<file path="src/ssp_pkg.sv">
// ssp_pkg: shared types, constants and codes for the shortest path block.
// No dependencies; used by ssp_ctrl, ssp_datapath and single_source_shortest_path.

package ssp_pkg;

   localparam int NODE_COUNT_DEF  = 16;
   localparam int WEIGHT_BITS_DEF = 8;

   localparam int NODE_ID_BITS = 4;
   localparam int DIST_BITS    = 16;
   localparam int OUT_CAP      = 16;

   localparam logic [DIST_BITS-1:0] DIST_MAX = {DIST_BITS{1'b1}};
   localparam logic [DIST_BITS:0]   DIST_INF = {1'b1, {DIST_BITS{1'b0}}};

   localparam logic FUNC_ADD_EDGE = 1'b0;
   localparam logic FUNC_QUERY    = 1'b1;

   typedef struct packed {
      logic                    func;
      logic [NODE_ID_BITS-1:0] end_a;
      logic [NODE_ID_BITS-1:0] end_b;
      logic [7:0]              edge_weight;
      logic [NODE_ID_BITS-1:0] source_node;
   } req_type;

   typedef struct packed {
      logic [NODE_ID_BITS-1:0] node_index;
      logic [DIST_BITS-1:0]    distance;
      logic                    reachable;
      logic                    last;
   } rsp_type;

   typedef enum logic [3:0] {
      S_CLEAR,
      S_IDLE,
      S_EDGE_RD,
      S_EDGE_WR_AB,
      S_EDGE_WR_BA,
      S_INIT,
      S_ROUND,
      S_SCAN,
      S_SCAN_END,
      S_PICK,
      S_RELAX,
      S_RELAX_END,
      S_OUT_RD,
      S_OUT_LD,
      S_OUT_WAIT
   } ssp_state_type;

   typedef enum logic [3:0] {
      OP_NONE,
      OP_CLEAR,
      OP_EDGE_RD,
      OP_EDGE_WR_AB,
      OP_EDGE_WR_BA,
      OP_INIT,
      OP_ROUND,
      OP_SCAN,
      OP_PICK,
      OP_RELAX,
      OP_OUT_RD,
      OP_OUT_LD,
      OP_OUT_NEXT
   } ssp_op_type;

   typedef struct packed {
      ssp_op_type op;
      logic       take;
   } ssp_cmd_type;

   typedef struct packed {
      logic req_query;
      logic req_edge_ok;
      logic clr_last;
      logic cnt_last;
      logic have;
      logic best_inf;
      logic rounds_done;
      logic out_last;
      logic rsp_taken;
   } ssp_sts_type;

endpackage

</file>
<file path="src/ssp_ctrl.sv">
// ssp_ctrl: sequencer for clearing, edge updates, Dijkstra rounds and result output.
// Depends on ssp_pkg; drives ssp_datapath through ssp_cmd_type commands.

module ssp_ctrl (
   input  logic                 clock,
   input  logic                 reset,
   input  logic                 req_valid,
   output logic                 req_stall,
   input  ssp_pkg::ssp_sts_type sts,
   output ssp_pkg::ssp_cmd_type cmd
);

   ssp_pkg::ssp_state_type state_ff;
   ssp_pkg::ssp_state_type state_in;

   always_ff @(posedge clock) begin
      if (reset) begin
         state_ff <= ssp_pkg::S_CLEAR;
      end else begin
         state_ff <= state_in;
      end
   end

   always_comb begin
      state_in = state_ff;
      case (state_ff)
         ssp_pkg::S_CLEAR: begin
            if (sts.clr_last) state_in = ssp_pkg::S_IDLE;
         end
         ssp_pkg::S_IDLE: begin
            if (req_valid) begin
               if (sts.req_query) state_in = ssp_pkg::S_INIT;
               else if (sts.req_edge_ok) state_in = ssp_pkg::S_EDGE_RD;
            end
         end
         ssp_pkg::S_EDGE_RD:    state_in = ssp_pkg::S_EDGE_WR_AB;
         ssp_pkg::S_EDGE_WR_AB: state_in = ssp_pkg::S_EDGE_WR_BA;
         ssp_pkg::S_EDGE_WR_BA: state_in = ssp_pkg::S_IDLE;
         ssp_pkg::S_INIT:       state_in = ssp_pkg::S_ROUND;
         ssp_pkg::S_ROUND: begin
            state_in = sts.rounds_done ? ssp_pkg::S_OUT_RD : ssp_pkg::S_SCAN;
         end
         ssp_pkg::S_SCAN: begin
            if (sts.cnt_last) state_in = ssp_pkg::S_SCAN_END;
         end
         ssp_pkg::S_SCAN_END:   state_in = ssp_pkg::S_PICK;
         ssp_pkg::S_PICK: begin
            // no unfinished node left: done early
            if (!sts.have) state_in = ssp_pkg::S_OUT_RD;
            else if (sts.best_inf) state_in = ssp_pkg::S_ROUND;
            else state_in = ssp_pkg::S_RELAX;
         end
         ssp_pkg::S_RELAX: begin
            if (sts.cnt_last) state_in = ssp_pkg::S_RELAX_END;
         end
         ssp_pkg::S_RELAX_END:  state_in = ssp_pkg::S_ROUND;
         ssp_pkg::S_OUT_RD:     state_in = ssp_pkg::S_OUT_LD;
         ssp_pkg::S_OUT_LD:     state_in = ssp_pkg::S_OUT_WAIT;
         ssp_pkg::S_OUT_WAIT: begin
            if (sts.rsp_taken) begin
               state_in = sts.out_last ? ssp_pkg::S_IDLE : ssp_pkg::S_OUT_RD;
            end
         end
         default:               state_in = ssp_pkg::S_IDLE;
      endcase
   end

   always_comb begin
      cmd.op    = ssp_pkg::OP_NONE;
      cmd.take  = 1'b0;
      req_stall = 1'b1;
      case (state_ff)
         ssp_pkg::S_CLEAR:      cmd.op = ssp_pkg::OP_CLEAR;
         ssp_pkg::S_IDLE: begin
            req_stall = 1'b0;
            cmd.take  = req_valid;
         end
         ssp_pkg::S_EDGE_RD:    cmd.op = ssp_pkg::OP_EDGE_RD;
         ssp_pkg::S_EDGE_WR_AB: cmd.op = ssp_pkg::OP_EDGE_WR_AB;
         ssp_pkg::S_EDGE_WR_BA: cmd.op = ssp_pkg::OP_EDGE_WR_BA;
         ssp_pkg::S_INIT:       cmd.op = ssp_pkg::OP_INIT;
         ssp_pkg::S_ROUND:      cmd.op = ssp_pkg::OP_ROUND;
         ssp_pkg::S_SCAN:       cmd.op = ssp_pkg::OP_SCAN;
         ssp_pkg::S_PICK:       cmd.op = ssp_pkg::OP_PICK;
         ssp_pkg::S_RELAX:      cmd.op = ssp_pkg::OP_RELAX;
         ssp_pkg::S_OUT_RD:     cmd.op = ssp_pkg::OP_OUT_RD;
         ssp_pkg::S_OUT_LD:     cmd.op = ssp_pkg::OP_OUT_LD;
         ssp_pkg::S_OUT_WAIT: begin
            if (sts.rsp_taken) cmd.op = ssp_pkg::OP_OUT_NEXT;
         end
         default:               cmd.op = ssp_pkg::OP_NONE;
      endcase
   end

endmodule

</file>
<file path="src/ssp_datapath.sv">
// ssp_datapath: weight matrix memory, distance memory, done/valid flags,
// min scan, relax adder and result register. Depends on ssp_pkg; run by ssp_ctrl.

module ssp_datapath #(
   parameter int NODE_COUNT  = ssp_pkg::NODE_COUNT_DEF,
   parameter int WEIGHT_BITS = ssp_pkg::WEIGHT_BITS_DEF
) (
   input  logic                 clock,
   input  logic                 reset,
   input  ssp_pkg::req_type     req_data,
   input  ssp_pkg::ssp_cmd_type cmd,
   output ssp_pkg::ssp_sts_type sts,
   output logic                 rsp_valid,
   input  logic                 rsp_stall,
   output ssp_pkg::rsp_type     rsp_data
);

   localparam int NB        = $clog2(NODE_COUNT);
   localparam int RB        = $clog2(NODE_COUNT + 1);
   localparam int AB        = 2 * NB;
   localparam int ADJ_DEPTH = 1 << AB;
   localparam int DB        = ssp_pkg::DIST_BITS;
   localparam int RES       = (NODE_COUNT < ssp_pkg::OUT_CAP) ? NODE_COUNT : ssp_pkg::OUT_CAP;

   ssp_pkg::req_type req_ff;

   logic [NB-1:0]         cnt_ff, cnt_in;
   logic [AB-1:0]         clr_ff, clr_in;
   logic [RB-1:0]         round_ff, round_in;
   logic                  have_ff, have_in;
   logic [DB:0]           best_ff;
   logic [NB-1:0]         pick_ff;
   logic [NODE_COUNT-1:0] done_ff, done_in;
   logic [NODE_COUNT-1:0] vld_ff, vld_in;
   logic                  tag_scan_ff, tag_relax_ff;
   logic [NB-1:0]         jd_ff;

   logic [WEIGHT_BITS:0]  adj_mem [ADJ_DEPTH];
   logic [WEIGHT_BITS:0]  adj_q;
   logic [DB-1:0]         dist_mem [NODE_COUNT];
   logic [DB-1:0]         dist_q;

   logic                  rsp_valid_ff, rsp_valid_in;
   ssp_pkg::rsp_type      rsp_data_ff;

   logic [NB-1:0]          a_idx, b_idx, src_idx;
   logic [WEIGHT_BITS-1:0] w_val;
   logic                   src_ok, adj_upd, rsp_taken;
   logic [DB:0]            eff_j, sum_wide;
   logic [DB-1:0]          sum_sat;
   logic                   scan_hit, relax_hit;

   logic                   adj_rd_en, adj_wr_en;
   logic [AB-1:0]          adj_rd_addr, adj_wr_addr;
   logic [WEIGHT_BITS:0]   adj_wr_data;
   logic                   dist_rd_en, dist_wr_en;
   logic [NB-1:0]          dist_wr_addr;
   logic [DB-1:0]          dist_wr_data;

   assign a_idx   = NB'(req_ff.end_a);
   assign b_idx   = NB'(req_ff.end_b);
   assign src_idx = NB'(req_ff.source_node);
   assign w_val   = WEIGHT_BITS'(req_ff.edge_weight);
   assign src_ok  = int'(req_ff.source_node) < NODE_COUNT;

   // parallel edges keep the smaller weight
   assign adj_upd = !adj_q[WEIGHT_BITS] || (w_val < adj_q[WEIGHT_BITS-1:0]);

   // a node without a written distance this query reads as infinity
   assign eff_j    = vld_ff[jd_ff] ? {1'b0, dist_q} : ssp_pkg::DIST_INF;
   assign sum_wide = {1'b0, best_ff[DB-1:0]} + (DB+1)'(adj_q[WEIGHT_BITS-1:0]);
   assign sum_sat  = sum_wide[DB] ? ssp_pkg::DIST_MAX : sum_wide[DB-1:0];

   assign scan_hit  = tag_scan_ff && !done_ff[jd_ff] && (!have_ff || (eff_j < best_ff));
   assign relax_hit = tag_relax_ff && !done_ff[jd_ff] && adj_q[WEIGHT_BITS]
                      && ({1'b0, sum_sat} < eff_j);

   assign rsp_taken = rsp_valid_ff && !rsp_stall;

   // weight matrix port control
   always_comb begin
      adj_rd_en   = 1'b0;
      adj_rd_addr = {a_idx, b_idx};
      adj_wr_en   = 1'b0;
      adj_wr_addr = clr_ff;
      adj_wr_data = '0;
      case (cmd.op)
         ssp_pkg::OP_CLEAR: begin
            adj_wr_en = 1'b1;
         end
         ssp_pkg::OP_EDGE_RD: begin
            adj_rd_en = 1'b1;
         end
         ssp_pkg::OP_EDGE_WR_AB: begin
            adj_wr_en   = adj_upd;
            adj_wr_addr = {a_idx, b_idx};
            adj_wr_data = {1'b1, w_val};
         end
         ssp_pkg::OP_EDGE_WR_BA: begin
            adj_wr_en   = adj_upd;
            adj_wr_addr = {b_idx, a_idx};
            adj_wr_data = {1'b1, w_val};
         end
         ssp_pkg::OP_RELAX: begin
            adj_rd_en   = 1'b1;
            adj_rd_addr = {pick_ff, cnt_ff};
         end
         default: begin
            adj_rd_en = 1'b0;
         end
      endcase
   end

   always_ff @(posedge clock) begin
      if (adj_wr_en) adj_mem[adj_wr_addr] <= adj_wr_data;
   end

   always_ff @(posedge clock) begin
      if (adj_rd_en) adj_q <= adj_mem[adj_rd_addr];
   end

   // distance memory port control
   always_comb begin
      dist_rd_en   = (cmd.op == ssp_pkg::OP_SCAN) || (cmd.op == ssp_pkg::OP_RELAX)
                     || (cmd.op == ssp_pkg::OP_OUT_RD);
      dist_wr_en   = 1'b0;
      dist_wr_addr = jd_ff;
      dist_wr_data = sum_sat;
      if (cmd.op == ssp_pkg::OP_INIT) begin
         dist_wr_en   = src_ok;
         dist_wr_addr = src_idx;
         dist_wr_data = '0;
      end else if (relax_hit) begin
         dist_wr_en = 1'b1;
      end
   end

   always_ff @(posedge clock) begin
      if (dist_wr_en) dist_mem[dist_wr_addr] <= dist_wr_data;
   end

   always_ff @(posedge clock) begin
      if (dist_rd_en) dist_q <= dist_mem[cnt_ff];
   end

   // counters and flags
   always_comb begin
      cnt_in   = cnt_ff;
      clr_in   = clr_ff;
      round_in = round_ff;
      have_in  = have_ff;
      done_in  = done_ff;
      vld_in   = vld_ff;
      case (cmd.op)
         ssp_pkg::OP_CLEAR: clr_in = clr_ff + 1'b1;
         ssp_pkg::OP_INIT: begin
            round_in = '0;
            done_in  = '0;
            vld_in   = '0;
            if (src_ok) vld_in[src_idx] = 1'b1;
         end
         ssp_pkg::OP_ROUND: begin
            cnt_in  = '0;
            have_in = 1'b0;
         end
         ssp_pkg::OP_PICK: begin
            cnt_in = '0;
            if (have_ff) begin
               done_in[pick_ff] = 1'b1;
               round_in         = round_ff + 1'b1;
            end
         end
         ssp_pkg::OP_SCAN, ssp_pkg::OP_RELAX, ssp_pkg::OP_OUT_NEXT: begin
            cnt_in = cnt_ff + 1'b1;
         end
         default: begin
            cnt_in = cnt_ff;
         end
      endcase
      if (scan_hit) have_in = 1'b1;
      if (relax_hit) vld_in[jd_ff] = 1'b1;
   end

   always_comb begin
      rsp_valid_in = rsp_valid_ff;
      if (rsp_taken) rsp_valid_in = 1'b0;
      if (cmd.op == ssp_pkg::OP_OUT_LD) rsp_valid_in = 1'b1;
   end

   always_ff @(posedge clock) begin
      if (reset) begin
         cnt_ff       <= '0;
         clr_ff       <= '0;
         round_ff     <= '0;
         have_ff      <= 1'b0;
         done_ff      <= '0;
         vld_ff       <= '0;
         tag_scan_ff  <= 1'b0;
         tag_relax_ff <= 1'b0;
         rsp_valid_ff <= 1'b0;
      end else begin
         cnt_ff       <= cnt_in;
         clr_ff       <= clr_in;
         round_ff     <= round_in;
         have_ff      <= have_in;
         done_ff      <= done_in;
         vld_ff       <= vld_in;
         tag_scan_ff  <= (cmd.op == ssp_pkg::OP_SCAN);
         tag_relax_ff <= (cmd.op == ssp_pkg::OP_RELAX);
         rsp_valid_ff <= rsp_valid_in;
      end
   end

   // payload registers
   always_ff @(posedge clock) begin
      jd_ff <= cnt_ff;
      if (cmd.take) req_ff <= req_data;
      if (scan_hit) begin
         best_ff <= eff_j;
         pick_ff <= jd_ff;
      end
      if (cmd.op == ssp_pkg::OP_OUT_LD) begin
         rsp_data_ff.node_index <= ssp_pkg::NODE_ID_BITS'(cnt_ff);
         rsp_data_ff.reachable  <= vld_ff[cnt_ff];
         rsp_data_ff.distance   <= vld_ff[cnt_ff] ? dist_q : '0;
         rsp_data_ff.last       <= (cnt_ff == NB'(RES - 1));
      end
   end

   assign rsp_valid = rsp_valid_ff;
   assign rsp_data  = rsp_data_ff;

   assign sts.req_query   = (req_data.func == ssp_pkg::FUNC_QUERY);
   assign sts.req_edge_ok = (int'(req_data.end_a) < NODE_COUNT)
                            && (int'(req_data.end_b) < NODE_COUNT);
   assign sts.clr_last    = &clr_ff;
   assign sts.cnt_last    = (cnt_ff == NB'(NODE_COUNT - 1));
   assign sts.have        = have_ff;
   assign sts.best_inf    = best_ff[DB];
   assign sts.rounds_done = (round_ff == RB'(NODE_COUNT));
   assign sts.out_last    = (cnt_ff == NB'(RES - 1));
   assign sts.rsp_taken   = rsp_taken;

endmodule

</file>
<file path="src/single_source_shortest_path.sv">
// single_source_shortest_path: top level, dense Dijkstra over a stored weight matrix.
// Depends on ssp_pkg, ssp_ctrl and ssp_datapath.
//
//   channel | ports                          | moves
//   --------+--------------------------------+-------------------------------------
//   request | req_valid, req_stall, req_data | add-edge or query command
//   result  | rsp_valid, rsp_stall, rsp_data | one node distance per transfer
//
// After reset the weight matrix is cleared, one entry a cycle, all 2**(2*clog2(NODE_COUNT))
// entries (256 at 16 nodes); no request is taken until it ends.
// An edge add runs as transfer, read, then the two compare-gated symmetric writes.
// A query runs up to NODE_COUNT rounds, each a scan of the distance memory and, when the
// picked node is at a finite distance, a relax pass over one matrix row; then the results
// leave one at a time through the output register, held while rsp_stall is high.
// The single read port of each memory sets the one-node-per-cycle scan and relax pace.

module single_source_shortest_path #(
   parameter int NODE_COUNT  = ssp_pkg::NODE_COUNT_DEF,
   parameter int WEIGHT_BITS = ssp_pkg::WEIGHT_BITS_DEF
) (
   input  logic             clock,
   input  logic             reset,
   input  logic             req_valid,
   output logic             req_stall,
   input  ssp_pkg::req_type req_data,
   output logic             rsp_valid,
   input  logic             rsp_stall,
   output ssp_pkg::rsp_type rsp_data
);

   ssp_pkg::ssp_cmd_type cmd;
   ssp_pkg::ssp_sts_type sts;

   ssp_ctrl u_ctrl (
      .clock     (clock),
      .reset     (reset),
      .req_valid (req_valid),
      .req_stall (req_stall),
      .sts       (sts),
      .cmd       (cmd)
   );

   ssp_datapath #(
      .NODE_COUNT  (NODE_COUNT),
      .WEIGHT_BITS (WEIGHT_BITS)
   ) u_datapath (
      .clock     (clock),
      .reset     (reset),
      .req_data  (req_data),
      .cmd       (cmd),
      .sts       (sts),
      .rsp_valid (rsp_valid),
      .rsp_stall (rsp_stall),
      .rsp_data  (rsp_data)
   );

endmodule

</file>
<file path="config.mk">
export PLATFORM = sky130hd
export DESIGN_NAME = single_source_shortest_path
export DESIGN_NICKNAME = d
export VERILOG_FILES = /design/src/ssp_pkg.sv /design/src/ssp_ctrl.sv /design/src/ssp_datapath.sv /design/src/single_source_shortest_path.sv
export SDC_FILE = /design/constraint.sdc
export NUM_CORES = 2
export LEC_CHECK = 0
export ABC_AREA = 1
export BUFFER_PORTS_ARGS = -buffer_cell sky130_fd_sc_hd__buf_2
export CORE_MARGIN = 8
export CORE_UTILIZATION = 45
export CTS_CLUSTER_SIZE = 28
export DETAILED_ROUTE_END_ITERATION = 7
export GPL_ROUTABILITY_DRIVEN = 0
export SLEW_MARGIN = 20
export SYNTH_ARGS = -nofsm -noshare
export SYNTH_HDL_FRONTEND = slang
export SYNTH_SLANG_ARGS = --single-unit
</file>
<file path="constraint.sdc">
create_clock -name clock -period 22.3 [get_ports clock]
set_clock_uncertainty 0.15 [all_clocks]
set_input_delay 3.345 -clock clock [delete_from_list [all_inputs] [get_ports clock]]
set_output_delay 3.345 -clock clock [all_outputs]
set_load 0.02 [all_outputs]
</file>
* Word-level counts from Yosys, hierarchy flattened
Memory sizes are Yosys's and may differ from the RTL's. A register that Yosys moved wholly into a read port is not among the register bits. Index checks and enable logic that the tools add are counted.
Word-level totals: word-level logic and storage cells 156, bits in writable memories 2560, output and inout port bits 24, memories kept 2, bits of input ports 25, register bits 124
Cells by class: equality and inequality tests 34, bitwise gates (word level) 2, muxes and demuxes 53, add/subtract/negate cells 4, magnitude comparators 10, reductions and logical operators 30
Memory list:
- u_datapath.adj_mem | depth 256, width 9, rd ports 1, clocked after memory_dff 1, write ports 1, line ssp_datapath.sv:38 | logic [WEIGHT_BITS:0] adj_mem [ADJ_DEPTH];
- u_datapath.dist_mem | depth 16, width 16, rd ports 1, clocked after memory_dff 1, write ports 1, line ssp_datapath.sv:40 | logic [DB-1:0] dist_mem [NODE_COUNT];
Operators by type and width (number):
- 16-bit two-way mux | 5
- 4-bit == test, second input constant | 13
- 4-bit case mux with 13 select lines | 1
- 4-bit case mux with 12 select lines | 1
- 4-bit two-way mux | 11
- 4-bit by 3-bit == test with 1-bit output, second input constant | 8
- 16-bit bitwise OR | 2
- 16-bit case mux with 2 select lines | 1
- 4-bit by 5-bit < comparator with 1-bit output, second input constant | 4
- 1-bit two-way mux | 19
- 16-bit by 8-bit adder with 17-bit output | 1
- 16-bit by 17-bit < comparator with 1-bit output | 1
- 17-bit < comparator | 1
- 17-bit two-way mux | 1
- 4-bit by 2-bit == test with 1-bit output, second input constant | 4
- 8-bit case mux with 2 select lines | 1
- 1-bit binary-select mux with 4-bit select | 3
- 1-bit demux with 4-bit select | 3
- 4-bit by 1-bit >= comparator with 1-bit output, second input constant | 3
- 5-bit case mux with 2 select lines | 1
- 1-bit logical AND | 9
- 9-bit two-way mux | 1
- 8-bit by 1-bit adder with 8-bit output, second input constant | 1
- 4-bit by 1-bit == test with 1-bit output, second input constant | 2
- other kinds (20) | 36

* Depth between registers and ports, before layout
depth after elaboration 10, gate-level depth with buffers 25, gate-level depth less buffers 25

* By module
A second synthesis with hierarchy kept.
Unflattened totals: cell total of the unflattened synthesis 11351, area total of the unflattened synthesis 118023.2 um^2
Modules (own cells, without submodules):
- ssp_datapath | sequential area each 80657.4 um^2, instances 1, cells an instance 11244, area each 117463.9 um^2
- ssp_ctrl | sequential area each 80.1 um^2, instances 1, cells an instance 107, area each 559.3 um^2

* Least setup slack after synthesis
No wires, ideal clock.
kind register to register, from register u_ctrl.state_ff[2], to memory u_datapath.adj_mem[0][0] (netlist bit) (data pin), cell stages (with the launch flop) 8, path slack 13.831 ns, library setup time 1.388 ns, clock period less this slack 8.469 ns, required time 20.762 ns, buffers on the path 1, data arrival time 6.930 ns, cell sequence dfxtp_1 > inv_1 > nor2_1 > inv_1 > nor2_1 > nor2_1 > buf_2 > nor2_1
On the way: cells in the longest elaborated chain, start to end 5, elaborated cells on any way between the ends 17, those cells by class 13 x eq/ne; 2 x mux; 2 x reduce/logical
Ends and longest elaborated chain:
- from (decl) | line ssp_ctrl.sv:13 | ssp_pkg::ssp_state_type state_ff;
- from (signal assigned) | line ssp_ctrl.sv:18 | state_ff <= ssp_pkg::S_CLEAR;
- from (signal assigned) | line ssp_ctrl.sv:20 | state_ff <= state_in;
- 4-bit == test (tied with other cells) | line ssp_ctrl.sv:72 | case (state_ff)
- 4-bit case mux with 12 select lines * | line ssp_ctrl.sv:72
- 4-bit by 2-bit == test with 1-bit output or 4-bit by 3-bit == test with 1-bit output (tied branches) | line ssp_datapath.sv:87 | case (cmd.op)
- 2-bit OR reduction (no source line) *
- 9-bit two-way mux * | line ssp_datapath.sv:87
- named net u_datapath.adj_wr_data[0] | line ssp_datapath.sv:55 | logic [WEIGHT_BITS:0] adj_wr_data;
- to (decl) | line ssp_datapath.sv:38
Mark *: on every way through the listed nets, which the timed path passes. The rest lies on a longest branch.

* Final worst setup path
from register u_ctrl.state_ff[1], to register u_datapath.adj_q[5], read port of u_datapath.adj_mem (data pin)
On the way: cells in the longest elaborated chain, start to end 5, elaborated cells on any way between the ends 18, those cells by class 13 x eq/ne; 3 x mux; 2 x reduce/logical
Ends and longest elaborated chain:
- 4-bit == test (tied with other cells) | line ssp_ctrl.sv:72
- 4-bit case mux with 12 select lines * | line ssp_ctrl.sv:72
- 4-bit by 2-bit == test with 1-bit output or 4-bit == test (tied branches) | line ssp_datapath.sv:87
- 2-bit OR reduction (no source line)
- 1-bit two-way mux | line ssp_datapath.sv:87
- to (decl) | line ssp_datapath.sv:39 | logic [WEIGHT_BITS:0] adj_q;
Every way passes the cells marked *; elsewhere a longest branch is shown, timed or not. A chain may end at the register's enable or synchronous reset.

==> impl_metrics.ini <==
[detailed_routing]
m1WireLength_mm = 140.3
ant_nets = 0
vias = 80590
via_per_inst = 5.421
wl_per_cell_um = 22.37
wl_mm = 332.5
drtPass1Iterations = 6
highest_layer = met4
route.met2.wl_mm = 149.5
wl_met3_mm = 30.75
initialDrtViolationCount = 9511
drc_errors = 0

[setup_path]
cp.required_ns = 22.95
crit_path_max_fanout = 133
r2r_start = u_ctrl.state_ff[1]$_SDFFE_PP0P_
cp.arrival_ns = 7.23
reg2reg_slack_ns = 15.72
crit_type = register to register
endpoint_kind = register
rr_endpoint = u_datapath.adj_q[5]$_DFFE_PP_
cp-start-kind = register
reg2reg_depth = 15

[clocking]
tritoncts = yes
post-cts-setup-buffers = 0
htreeDepth = 5
clkTransAtPathRegs_ns = 0.06
cts_sinks = 2709
cts.path.max_buffers = 4
cts.repair.resized = 0
clkLatencyLatePin_ns = 0.95
cts_hold_buf = 0
cts_buffers = 306
cts-root-buf = clkbuf_16

[job]
maxCapViolCount = 0

[yosys]
synthFlopType = edfxtp_1
ys_seq_elements = 2709
mappedNetlistArea_mm2 = 0.1177
yosys_warnings = 0
synth_cells = 11270
syn_avg_cell_area_um2 = 10.45
synth.distinct_cells = 44
synth.net_count = 11350
synth_edf_count = 2648
postSynth.asyncResetShare_pct = 0
synth-seq-area-share_pct = 68.57

[floorplanning]
die_w_um = 527.5
die_y_um = 527.5
initial_core_util_pct = 45.06
die-area_mm2 = 0.2783
core_area_mm2 = 0.2613
rows = 188
ioPinCount = 49

[sta]
slew_viol_final = 0
finalSetupViolCount = 0
worstMarginPinSlew_ns = 1.228
tns_ns = 0
min_period_ns = 6.579
rsz0062_at_grt = false
relSlewSlack_pct = 18.17
period_share_pct = 29.50
finalHoldViolCount = 0
clock.fmax_ghz = 0.1520

[min_path]
hold_class = register to register
min_path_cells = 2
hold_path_end = u_datapath.done_ff[10]$_SDFFE_PP0P_
hp-start = u_datapath.done_ff[10]$_SDFFE_PP0P_

[power]
power.share.clock_pct = 41.4
power.total_uw = 11420
p_leak_uw = 0.05220
intPower_uw = 8583
power.density_mw_per_mm2 = 87.59
ir_worst_vdd_uv = 95.31
pwr-share-seq_pct = 49.1
combPwrFrac_pct = 9.5
p_switching_uw = 2833
p_sw_share_pct = 24.82

[global_route]
antenna_found_initial = 12
grt_use_total_pct = 23.18
overflow = 0
grt_pass1_vias = 77310
grt_pass1_wl_mm = 494.7
grt_max_degree = 245

[place]
port_buffers = 48
place_hpwl_mm = 183.1

[status]
status = finished clean

[finish]
nets = 11210
area_growth_pct = 10.69
final_cell_mix = nand2_1, edfxtp_1, nand3_1
n_fill_cell = 23090
final_layout_size_suffix_gt1_share_pct = 5.623
layout_commonest_cell = nand2_1
power groups by stage:
stage                     sequential (µW)  clock, µW  combinational (µW)
after floorplan                      5710          0                 648
after global placement               5710          0                1070
after detailed placement             5710          0                1070
after CTS                            5600       4790                1080
after global routing                 5600       4980                1170
final                                5600       4720                1090
per-layer routing:
metal | global-route usage, % | vias to the layer above
li1 | - | 37160
met1 | 32.83 | 39180
met2 | 35.99 | 3616
met3 | 4.361 | 631
met4 | 8.192 | 0
met5 | 0 | -
per-stage QoR:
step                utilization, %  instance area, µm²  hold WS, ns  setup WS [ns]  cells
global placement             46.31              121000       0.2968          15.47  14340
global route                 49.87              130300       0.3335          15.35  14860
CTS                          49.84              130300       0.3136          15.79  14860
detailed placement           46.32              121100       0.3057          15.81  14340
finish                       49.87              130300       0.3088          15.72  14870
floorplan                        -              117700       0.1918          13.83  11270
worst max path at each step:
stage	startpoint	to	slack [ns]
finish	u_ctrl.state_ff[1]$_SDFFE_PP0P_	u_datapath.adj_q[5]$_DFFE_PP_	15.72
global route	u_datapath.cnt_ff[0]$_SDFFE_PP0P_	u_datapath.adj_q[0]$_DFFE_PP_	15.35
CTS	u_ctrl.state_ff[1]$_SDFFE_PP0P_	u_datapath.adj_q[0]$_DFFE_PP_	15.79
detailed placement	u_ctrl.state_ff[1]$_SDFFE_PP0P_	u_datapath.adj_q[2]$_DFFE_PP_	15.81
global placement	u_datapath.cnt_ff[0]$_SDFFE_PP0P_	u_datapath.adj_q[0]$_DFFE_PP_	15.47
floorplan	u_ctrl.state_ff[2]$_SDFFE_PP0P_	u_datapath.adj_mem[0][0]$_DFFE_PP_	13.83
critical path, stage by stage, from the launching register on:
cell and delay (ns):
dfxtp_1 0.41, inv_2 0.08, nor2_4 0.18, nand2_2 0.41, o21ai_4 0.97, buf_4 0.73, buf_12 0.53, buf_4 0.91
nand3_1 0.16, nand3_1 0.11, nand3_1 0.14, nand3_1 0.19, nand3_1 0.27, nand3_1 0.30, nand3_1 0.44, nand2_1 0.21
cell type report:
cell class                 instances  area [µm²]  share of cell area (%)
sequential                      2709       80740                   61.95
multi-input combinational       6225       28120                   21.57
clock buffer                     387        8099                   6.214
inverter                        1720        6479                   4.971
tap                             3515        4398                   3.374
timing repair buffer             171        1390                   1.067
clock inverter                   134        1094                  0.8390
antenna                            5       12.51                0.009600
cell usage after synthesis (38+ instances only):
library cell  count  area (µm²)
edfxtp_1       2648       79520
o221ai_1         49       429.2
o21ai_0         177       885.9
clkbuf_1        272        1021
a21oi_1          98       490.5
ha_1             50       625.6
dfxtp_1          61        1221
buf_2           301        1506
nand4_1          44       275.3
nand3_1        1960        9809
o22ai_1          38       237.7
nor2_1          551        2068
o211ai_1         75       563.0
nand2_1        3049       11440
nand3b_1         64       480.5
inv_1          1709        6415
flip-flops by register name, indices dropped and copies added (netlist names):
signal and cells:
u_datapath.dist_q 16, u_datapath.dist_mem 256, u_datapath.b_idx 4, u_datapath.rsp_data 22, u_datapath.best_ff 17, u_datapath.cnt_ff 4
u_datapath.vld_ff 16, u_datapath.w_val 8, u_datapath.src_idx 4, u_datapath.pick_ff 4, u_datapath.rsp_valid 1, u_ctrl.state_ff 4
u_datapath.round_ff 5, u_datapath.have_ff 1, u_datapath.jd_ff 4, u_datapath.done_ff 16, u_datapath.clr_ff 8, u_datapath.tag_scan_ff 1
u_datapath.tag_relax_ff 1, u_datapath.a_idx 4, u_datapath.adj_q 9, u_datapath.adj_mem 2304
kinds of logic (layout without fill, tap and decap cells):
group	count (synthesis)	after routing	share of synthesized area, %
xor+xnor	8	8	0.05951
other cells	0	5	0
flops	2709	2709	68.57
fa+ha+maj	51	51	0.5483
simple gates	5693	5693	20.58
compound gates	473	473	2.445
buf+inv	2336	2412	7.797
No activity file was read; power rests on OpenSTA's default activity.
